`src/rtl/blist_pkg.sv`:
```
// Shared types and constants for the bounded list unit.
package blist_pkg;

    localparam int CAPACITY_DEF = 16;
    localparam int VALUE_W      = 32;
    localparam int MODE_W       = 2;
    localparam int POS_W        = 5;
    localparam int COUNT_W      = 5;
    localparam int GRP_SIZE     = 8;

    localparam logic [MODE_W-1:0] MODE_APPEND  = 2'd0;
    localparam logic [MODE_W-1:0] MODE_PREPEND = 2'd1;
    localparam logic [MODE_W-1:0] MODE_FIND    = 2'd2;
    localparam logic [MODE_W-1:0] MODE_REMOVE  = 2'd3;

    typedef enum logic [2:0] {
        ACT_HOLD,
        ACT_APPEND,
        ACT_PREPEND,
        ACT_REMOVE,
        ACT_COMPARE
    } cell_act_t;

    typedef struct packed {
        cell_act_t                  act;
        logic signed [VALUE_W-1:0]  value;
    } cell_cmd_t;

endpackage

```
`src/rtl/blist_in_if.sv`:
```
// Request channel: operation mode and value.
interface blist_in_if;
    import blist_pkg::*;

    logic                       valid;
    logic                       ready;
    logic [MODE_W-1:0]          mode;
    logic signed [VALUE_W-1:0]  value;

    modport source (output valid, output mode, output value, input ready);
    modport sink   (input valid, input mode, input value, output ready);
endinterface

```
`src/rtl/blist_out_if.sv`:
```
// Result channel: position, entry count and refusal flag.
interface blist_out_if;
    import blist_pkg::*;

    logic                     valid;
    logic                     ready;
    logic signed [POS_W-1:0]  position;
    logic [COUNT_W-1:0]       entry_count;
    logic                     full_refused;

    modport source (output valid, output position, output entry_count,
                    output full_refused, input ready);
    modport sink   (input valid, input position, input entry_count,
                    input full_refused, output ready);
endinterface

```
`src/rtl/bounded_list_insert_find_remove_unit.sv`:
```
// Bounded ordered list: append, prepend, find and remove over a row of cells.
// A result loads only once the output register is free. Append/prepend load it
//   from the insert state; find/remove run a parallel compare in every cell, then
//   a scan of NGRP = ceil(CAPACITY/8) groups, 8 cells per cycle, to the first hit.
// Throughput: one request at a time; the next is taken the cycle after the result
//   word is registered, even while that word still waits on rsp.ready.
// Reset: count and control clear at once; cell entries have no reset.
module bounded_list_insert_find_remove_unit #(
    parameter int CAPACITY = blist_pkg::CAPACITY_DEF
) (
    input  logic        clk,
    input  logic        rst_n,
    blist_in_if.sink    req,
    blist_out_if.source rsp
);
    import blist_pkg::*;

    localparam int CNT_W = $clog2(CAPACITY + 1);
    localparam int IDX_W = $clog2(CAPACITY);
    localparam int NGRP  = (CAPACITY + GRP_SIZE - 1) / GRP_SIZE;
    localparam int GRP_W = (NGRP > 1) ? $clog2(NGRP) : 1;
    localparam int OFF_W = $clog2(GRP_SIZE);

    typedef enum logic [1:0] {
        S_IDLE,
        S_INS,
        S_CMP,
        S_SCAN
    } state_t;

    state_t                     state_reg;
    logic [MODE_W-1:0]          mode_reg;
    logic signed [VALUE_W-1:0]  value_reg;
    logic [CNT_W-1:0]           count_reg;
    logic [GRP_W-1:0]           grp_reg;

    logic                       out_valid_reg;
    logic signed [POS_W-1:0]    out_pos_reg;
    logic [COUNT_W-1:0]         out_count_reg;
    logic                       out_full_reg;

    // cell row
    cell_cmd_t                  cmd;
    logic signed [VALUE_W-1:0]  cell_data [CAPACITY];
    logic [CAPACITY-1:0]        hits;
    logic [IDX_W-1:0]           at_idx;

    // scan of registered match bits, one group of 8 cells per cycle until a hit
    logic [NGRP*GRP_SIZE-1:0]   hit_pad;
    logic [GRP_SIZE-1:0]        grp_hits;
    logic [OFF_W-1:0]           off;
    logic                       grp_any;
    logic                       grp_last;
    logic                       out_free;
    logic                       out_load;
    logic                       is_full;

    assign out_free = !out_valid_reg || rsp.ready;
    assign is_full  = count_reg >= CNT_W'(CAPACITY);
    assign grp_last = grp_reg == GRP_W'(NGRP - 1);

    // a result word is registered this cycle
    assign out_load = out_free && ((state_reg == S_INS)
                                   || (state_reg == S_SCAN && (grp_any || grp_last)));

    always_comb
    begin
        hit_pad                 = '0;
        hit_pad[CAPACITY-1:0]   = hits;
        grp_hits                = hit_pad[grp_reg*GRP_SIZE +: GRP_SIZE];
        grp_any                 = |grp_hits;
        off                     = '0;
        for (int i = GRP_SIZE - 1; i >= 0; i--)
        begin
            if (grp_hits[i])
            begin
                off = OFF_W'(i);
            end
        end
        at_idx = IDX_W'({grp_reg, off});
    end

    // command broadcast to every cell
    always_comb
    begin
        cmd.act   = ACT_HOLD;
        cmd.value = value_reg;
        case (state_reg)
            S_INS:
            begin
                if (out_free && !is_full)
                begin
                    cmd.act = (mode_reg == MODE_APPEND) ? ACT_APPEND : ACT_PREPEND;
                end
            end
            S_CMP:
            begin
                cmd.act = ACT_COMPARE;
            end
            S_SCAN:
            begin
                if (out_free && grp_any && mode_reg == MODE_REMOVE)
                begin
                    cmd.act = ACT_REMOVE;
                end
            end
            default:
            begin
            end
        endcase
    end

    for (genvar g = 0; g < CAPACITY; g++)
    begin : g_cell
        blist_cell #(
            .IDX   (g),
            .CNT_W (CNT_W),
            .IDX_W (IDX_W)
        ) u_cell (
            .clk        (clk),
            .cmd        (cmd),
            .count      (count_reg),
            .at         (at_idx),
            .left_data  (cell_data[(g > 0) ? g - 1 : g]),
            .right_data (cell_data[(g < CAPACITY - 1) ? g + 1 : g]),
            .data       (cell_data[g]),
            .hit        (hits[g])
        );
    end

    // sequencer with count and result word
    always_ff @(posedge clk or negedge rst_n)
    begin
        if (!rst_n)
        begin
            state_reg     <= S_IDLE;
            count_reg     <= '0;
            grp_reg       <= '0;
            out_valid_reg <= 1'b0;
        end
        else
        begin
            // new word loads, otherwise the held one clears once taken
            out_valid_reg <= out_load || (out_valid_reg && !rsp.ready);
            case (state_reg)
                S_IDLE:
                begin
                    if (req.valid)
                    begin
                        mode_reg  <= req.mode;
                        value_reg <= req.value;
                        grp_reg   <= '0;
                        if (req.mode inside {MODE_APPEND, MODE_PREPEND})
                        begin
                            state_reg <= S_INS;
                        end
                        else
                        begin
                            state_reg <= S_CMP;
                        end
                    end
                end
                S_INS:
                begin
                    if (out_free)
                    begin
                        state_reg     <= S_IDLE;
                        if (is_full)
                        begin
                            out_pos_reg   <= '1;
                            out_count_reg <= COUNT_W'(count_reg);
                            out_full_reg  <= 1'b1;
                        end
                        else
                        begin
                            out_pos_reg   <= (mode_reg == MODE_APPEND)
                                             ? POS_W'(count_reg) : '0;
                            out_count_reg <= COUNT_W'(count_reg + 1'b1);
                            out_full_reg  <= 1'b0;
                            count_reg     <= count_reg + 1'b1;
                        end
                    end
                end
                S_CMP:
                begin
                    state_reg <= S_SCAN;
                end
                S_SCAN:
                begin
                    if (grp_any || grp_last)
                    begin
                        if (out_free)
                        begin
                            out_full_reg  <= 1'b0;
                            state_reg     <= S_IDLE;
                            if (grp_any)
                            begin
                                out_pos_reg <= POS_W'(at_idx);
                                if (mode_reg == MODE_REMOVE)
                                begin
                                    count_reg     <= count_reg - 1'b1;
                                    out_count_reg <= COUNT_W'(count_reg - 1'b1);
                                end
                                else
                                begin
                                    out_count_reg <= COUNT_W'(count_reg);
                                end
                            end
                            else
                            begin
                                out_pos_reg   <= '1;
                                out_count_reg <= COUNT_W'(count_reg);
                            end
                        end
                    end
                    else
                    begin
                        grp_reg <= grp_reg + 1'b1;
                    end
                end
                default:
                begin
                    state_reg <= S_IDLE;
                end
            endcase
        end
    end

    assign req.ready        = state_reg == S_IDLE;
    assign rsp.valid        = out_valid_reg;
    assign rsp.position     = out_pos_reg;
    assign rsp.entry_count  = out_count_reg;
    assign rsp.full_refused = out_full_reg;

    // count stays within capacity
    a_count_bound: assert property (@(posedge clk) disable iff (!rst_n)
        count_reg <= CNT_W'(CAPACITY))
        else $error("count above capacity");

    // count moves by at most one per cycle
    a_count_step: assert property (@(posedge clk) disable iff (!rst_n)
        1'b1 |=> (count_reg == $past(count_reg))
              || (count_reg == $past(count_reg) + 1'b1)
              || (count_reg == $past(count_reg) - 1'b1))
        else $error("count jumped");

    // a refused insert reports not-found and a full list
    a_refused: assert property (@(posedge clk) disable iff (!rst_n)
        rsp.valid && rsp.full_refused
        |-> (rsp.position == '1) && (rsp.entry_count == COUNT_W'(CAPACITY)))
        else $error("bad refused word");

    // a taken request is in work in the next cycle
    a_busy: assert property (@(posedge clk) disable iff (!rst_n)
        req.valid && req.ready |=> state_reg != S_IDLE)
        else $error("request dropped");

    // the scan never runs past the last group
    a_scan: assert property (@(posedge clk) disable iff (!rst_n)
        state_reg == S_SCAN |-> grp_reg <= GRP_W'(NGRP - 1))
        else $error("scan overrun");

endmodule

```
`src/rtl/blist_cell.sv`:
```
// One list cell: holds an entry, compares it, shifts with its neighbors.
module blist_cell #(
    parameter int IDX   = 0,
    parameter int CNT_W = 5,
    parameter int IDX_W = 4
) (
    input  logic                               clk,
    input  blist_pkg::cell_cmd_t               cmd,
    input  logic [CNT_W-1:0]                   count,
    input  logic [IDX_W-1:0]                   at,
    input  logic signed [blist_pkg::VALUE_W-1:0] left_data,
    input  logic signed [blist_pkg::VALUE_W-1:0] right_data,
    output logic signed [blist_pkg::VALUE_W-1:0] data,
    output logic                               hit
);
    import blist_pkg::*;

    logic signed [VALUE_W-1:0] data_reg;
    logic                      hit_reg;
    logic                      below_count;

    assign below_count = CNT_W'(IDX) < count;

    always_ff @(posedge clk)
    begin
        case (cmd.act)
            ACT_APPEND:
            begin
                if (CNT_W'(IDX) == count)
                begin
                    data_reg <= cmd.value;
                end
            end
            ACT_PREPEND:
            begin
                if (IDX == 0)
                begin
                    data_reg <= cmd.value;
                end
                else if (CNT_W'(IDX) <= count)
                begin
                    data_reg <= left_data;
                end
            end
            ACT_REMOVE:
            begin
                // entries above the count pick up junk, never read
                if (IDX_W'(IDX) >= at)
                begin
                    data_reg <= right_data;
                end
            end
            ACT_COMPARE:
            begin
                hit_reg <= below_count && (data_reg == cmd.value);
            end
            default:
            begin
            end
        endcase
    end

    assign data = data_reg;
    assign hit  = hit_reg;

endmodule

```
`src/flat_wrapper.sv`:
```
// flat-port wrapper written by rule: the top's interface ports become plain ports
module bounded_list_insert_find_remove_unit_flat import blist_pkg::*;
#(
    parameter int CAPACITY = blist_pkg::CAPACITY_DEF
)
  (clk, rst_n, req_valid, req_mode, req_value, req_ready, rsp_valid, rsp_position, rsp_entry_count, rsp_full_refused, rsp_ready);
  blist_in_if req_i ();
  blist_out_if rsp_i ();
  input  logic clk;
  input  logic rst_n;
  input wire logic [$bits(req_i.valid)-1:0] req_valid;
  input wire logic [$bits(req_i.mode)-1:0] req_mode;
  input wire logic [$bits(req_i.value)-1:0] req_value;
  output wire logic [$bits(req_i.ready)-1:0] req_ready;
  output wire logic [$bits(rsp_i.valid)-1:0] rsp_valid;
  output wire logic [$bits(rsp_i.position)-1:0] rsp_position;
  output wire logic [$bits(rsp_i.entry_count)-1:0] rsp_entry_count;
  output wire logic [$bits(rsp_i.full_refused)-1:0] rsp_full_refused;
  input wire logic [$bits(rsp_i.ready)-1:0] rsp_ready;
  assign req_i.valid = req_valid;
  assign req_i.mode = req_mode;
  assign req_i.value = req_value;
  assign req_ready = req_i.ready;
  assign rsp_valid = rsp_i.valid;
  assign rsp_position = rsp_i.position;
  assign rsp_entry_count = rsp_i.entry_count;
  assign rsp_full_refused = rsp_i.full_refused;
  assign rsp_i.ready = rsp_ready;
  bounded_list_insert_find_remove_unit #(.CAPACITY(CAPACITY)) u_core (.clk(clk), .rst_n(rst_n), .req(req_i), .rsp(rsp_i));
endmodule
```
`config.mk`:
```
export PLATFORM = sky130hd
export DESIGN_NAME = bounded_list_insert_find_remove_unit_flat
export DESIGN_NICKNAME = d
export VERILOG_FILES = /design/src/rtl/blist_pkg.sv /design/src/rtl/blist_in_if.sv /design/src/rtl/blist_out_if.sv /design/src/rtl/bounded_list_insert_find_remove_unit.sv /design/src/rtl/blist_cell.sv /design/src/flat_wrapper.sv
export SDC_FILE = /design/constraint.sdc
export NUM_CORES = 1
export LEC_CHECK = 0
export BUFFER_PORTS_ARGS = -buffer_cell sky130_fd_sc_hd__buf_2
export CAP_MARGIN = 20
export CORE_ASPECT_RATIO = 1.5
export CORE_MARGIN = 2
export CORE_UTILIZATION = 65
export CTS_CLUSTER_SIZE = 30
export DETAILED_ROUTE_END_ITERATION = 12
export PLACE_DENSITY = 0.82
export SLEW_MARGIN = 20
export SYNTH_ARGS = -nofsm -noshare
export SYNTH_HDL_FRONTEND = slang
export SYNTH_SLANG_ARGS = --single-unit
```
`constraint.sdc`:
```
create_clock -name clk -period 9.5 [get_ports clk]
set_input_delay 1.9 -clock clk [delete_from_list [all_inputs] [get_ports clk]]
set_output_delay 1.9 -clock clk [all_outputs]
set_load 0.1 [all_outputs]
```
==> metrics.yaml <==
clockBufferDepth: 3
post_drt_via_cell_ratio: 7.72
peakVddDrop_v: 0.000181
rsz0062_at_grt: "no"
io_pins: 51
crit_buf_inv: 4
syn_nets: 2459
start_util: 0.659
synth_simple_gate_area_share: 0.0832
clock_skew_ps: 34.9
cpMaxStageDelayCell: "buf_4"
synth_most_common_cell: "edfxtp_1"
fmax_mhz: 200
fin_util: 0.699
drt-total-wl_um: 102000
yosysWarnings: 0
grt_first_pass_wirelength_um: 147000
synth.yosys.seq_area_share: 0.553
endpoint_kind: "flop"
tightest_slew_ps: 1270
power.share.combinational: 0.329
antenna_cells: 0
synth.area.mux_share: 0.00199
synth_compound_gate_area_share: 0.163
arrival_ps: 5520
start_kind: "input pin"
yosys_register_bits: 582
gp_congestion: 0.971
die_w_um: 184
switching_share: 0.391
syn_avg_cell_area_um2: 13.0
synth_flop_cell: "edfxtp_1"
cts_hold_buf: 0
first_pass_iters: 6
core_um2: 47800
synth_cell_type_count: 62
overflow: 0
yosys.area_share.adder: 0.00199
p_leak_uw: 0.0114
timing.slew.headroom: 0.153
slowest_delay_ps: 830
status: "completed"
critPathMaxFanout: 204
synthTopCellsByCount: "573 x edfxtp_1, 448 x a221o_1, 369 x xor2_1"
synthDominantCellAreaShare: 0.546
synth_edf_count: 573
p_switching_uw: 4110
worstPathRequired_ps: 10010
synth_top_family_by_area: "compound AO/OA/AOI/OAI gates"
rows: 98
critPathKind: "in2reg"
hold_violations: 0
clk_pin_slew_ps: 60
grt_pass1_vias: 21559
place_area_um2: 31500
drive_gt1_frac: 0.105
finalSetupTns_ps: 0
wire_per_inst_um: 34.4
nFillCells: 3330
syn_area_um2: 31500
power_density_nw_per_um2: 315
htreeDepth: 2
hold_slack_ps: 602
largest_reg_flops: 512
cts_buffers: 55
async_flop_share: 0.0155
hold_path.class: "reg2reg"
clk_latency_ps: 650
synth-xor-area-share: 0.144
setup_viol: 0
power_frac_clock: 0.215
grt_start_max_net_pins: 275
cp_top_family: "buffers and inverters"
drc: 0
drt_iter0_markers: 4156
num-nets-final: 2366
final.period_utilization: 0.527
slew_violations: 0
multi_input_area_um2: 12600
synth_area_leaders: "edfxtp_1 55%, a221o_1 14%, xor2_1 10%"
crit_chain: "buf_2 > nand2b_1 > nand3_1 > nor2_4 > buf_4 > buf_12 > buf_16 > a221o_1"
synthCells: 2416
port_buffers: 50
areaGrowthSynthToFinish_pct: 6.07
cts-resized-gates: 0
track_usage: 0.406
cts_setup_buffers: 0
yosys.area.top_type: "edfxtp_1"
cts_root_buf: "clkbuf_16"
p_int_uw: 6400
vias: 22935
min_period_ps: 5000
maxCapViolations: 0
die_area_um2: 50300
postRouteAntennaNets: 0
clock_sinks: 582
antenna_found_initial: 1
dp_hpwl_um: 71200
seq_area_um2: 17400
fin_area_um2: 33400
die_y_um: 274
seq_power_share: 0.456
cts_tree: "built"
routing by layer:
layer  track usage  share of wire
met2         0.628           0.47
met4         0.348           0.11
met3        0.0584          0.095
met1         0.502           0.33
met5             0       0.000078
tightest hold or removal path, cell delays in order (launching register included):
cell,delay [ps]
edfxtp_1,380
nand2_1,70
nand2_1,50
placed cells by master (no fill, tap or decap), drive strengths merged, types with 18 or more instances in the layout:
cell / n
xor2: 369
nand4: 55
nor4: 102
buf: 114
clkbuf: 66
a221o: 448
xnor2: 149
o21ai: 18
a21oi: 28
and3: 36
nor2: 24
edfxtp: 573
nand2: 216
nor3: 20
clkinv: 29
final cells by class:
type	count	share of cell area
tap	600	0.0225
multi-input combinational	1566	0.377
timing repair buffer	114	0.0250
inverter	4	0.000449
clock inverter	38	0.0112
sequential	582	0.522
clock buffer	66	0.0424
through the flow:
stage                     setup WS, ps  std cells  power (uW)
after floorplan                   3790       2416        6950
after global routing              4430       2970       10800
after global placement            4240       2862        7960
after detailed placement          4140       2864        8110
after CTS                         4800       2968       10300
final                             4500       2970       10500
power by group through the flow:
stage	sequential, uW	combinational [uW]	clock [uW]
floorplan	4630	2320	0
global placement	4740	3220	0
detailed placement	4790	3320	0
CTS	4740	3350	2260
global route	4840	3600	2350
finish	4790	3450	2270
logic make-up after synthesis:
group,after synthesis
multiplexers,6
flip-flops,582
adder cells (fa/ha/maj),5
AO/OA/AOI/OAI,538
XOR/XNOR,518
buffers and inverters,268
AND/OR/NAND/NOR,499
final timing paths:
path                       cells after the start  slack, ps                                         from                                          end
hold / removal                                 2        600  u_core.g_cell[14].u_cell.data[13]$_DFFE_PP_  u_core.g_cell[15].u_cell.data[13]$_DFFE_PP_
max in group asynchronous                      1       8140                                        rst_n              u_core.count_reg[3]$_DFFE_PN0P_
hold reg to reg                                2        600  u_core.g_cell[14].u_cell.data[13]$_DFFE_PP_  u_core.g_cell[15].u_cell.data[13]$_DFFE_PP_
setup reg to reg                               8       5350              u_core.count_reg[4]$_DFFE_PN0P_  u_core.g_cell[14].u_cell.data[22]$_DFFE_PP_
min in group asynchronous                      1       1130                                        rst_n                   u_core.rsp.valid$_DFF_PN0_
setup / recovery                               8       4500                                    rsp_ready  u_core.g_cell[14].u_cell.data[22]$_DFFE_PP_
Power figures use the tool's default switching activity.
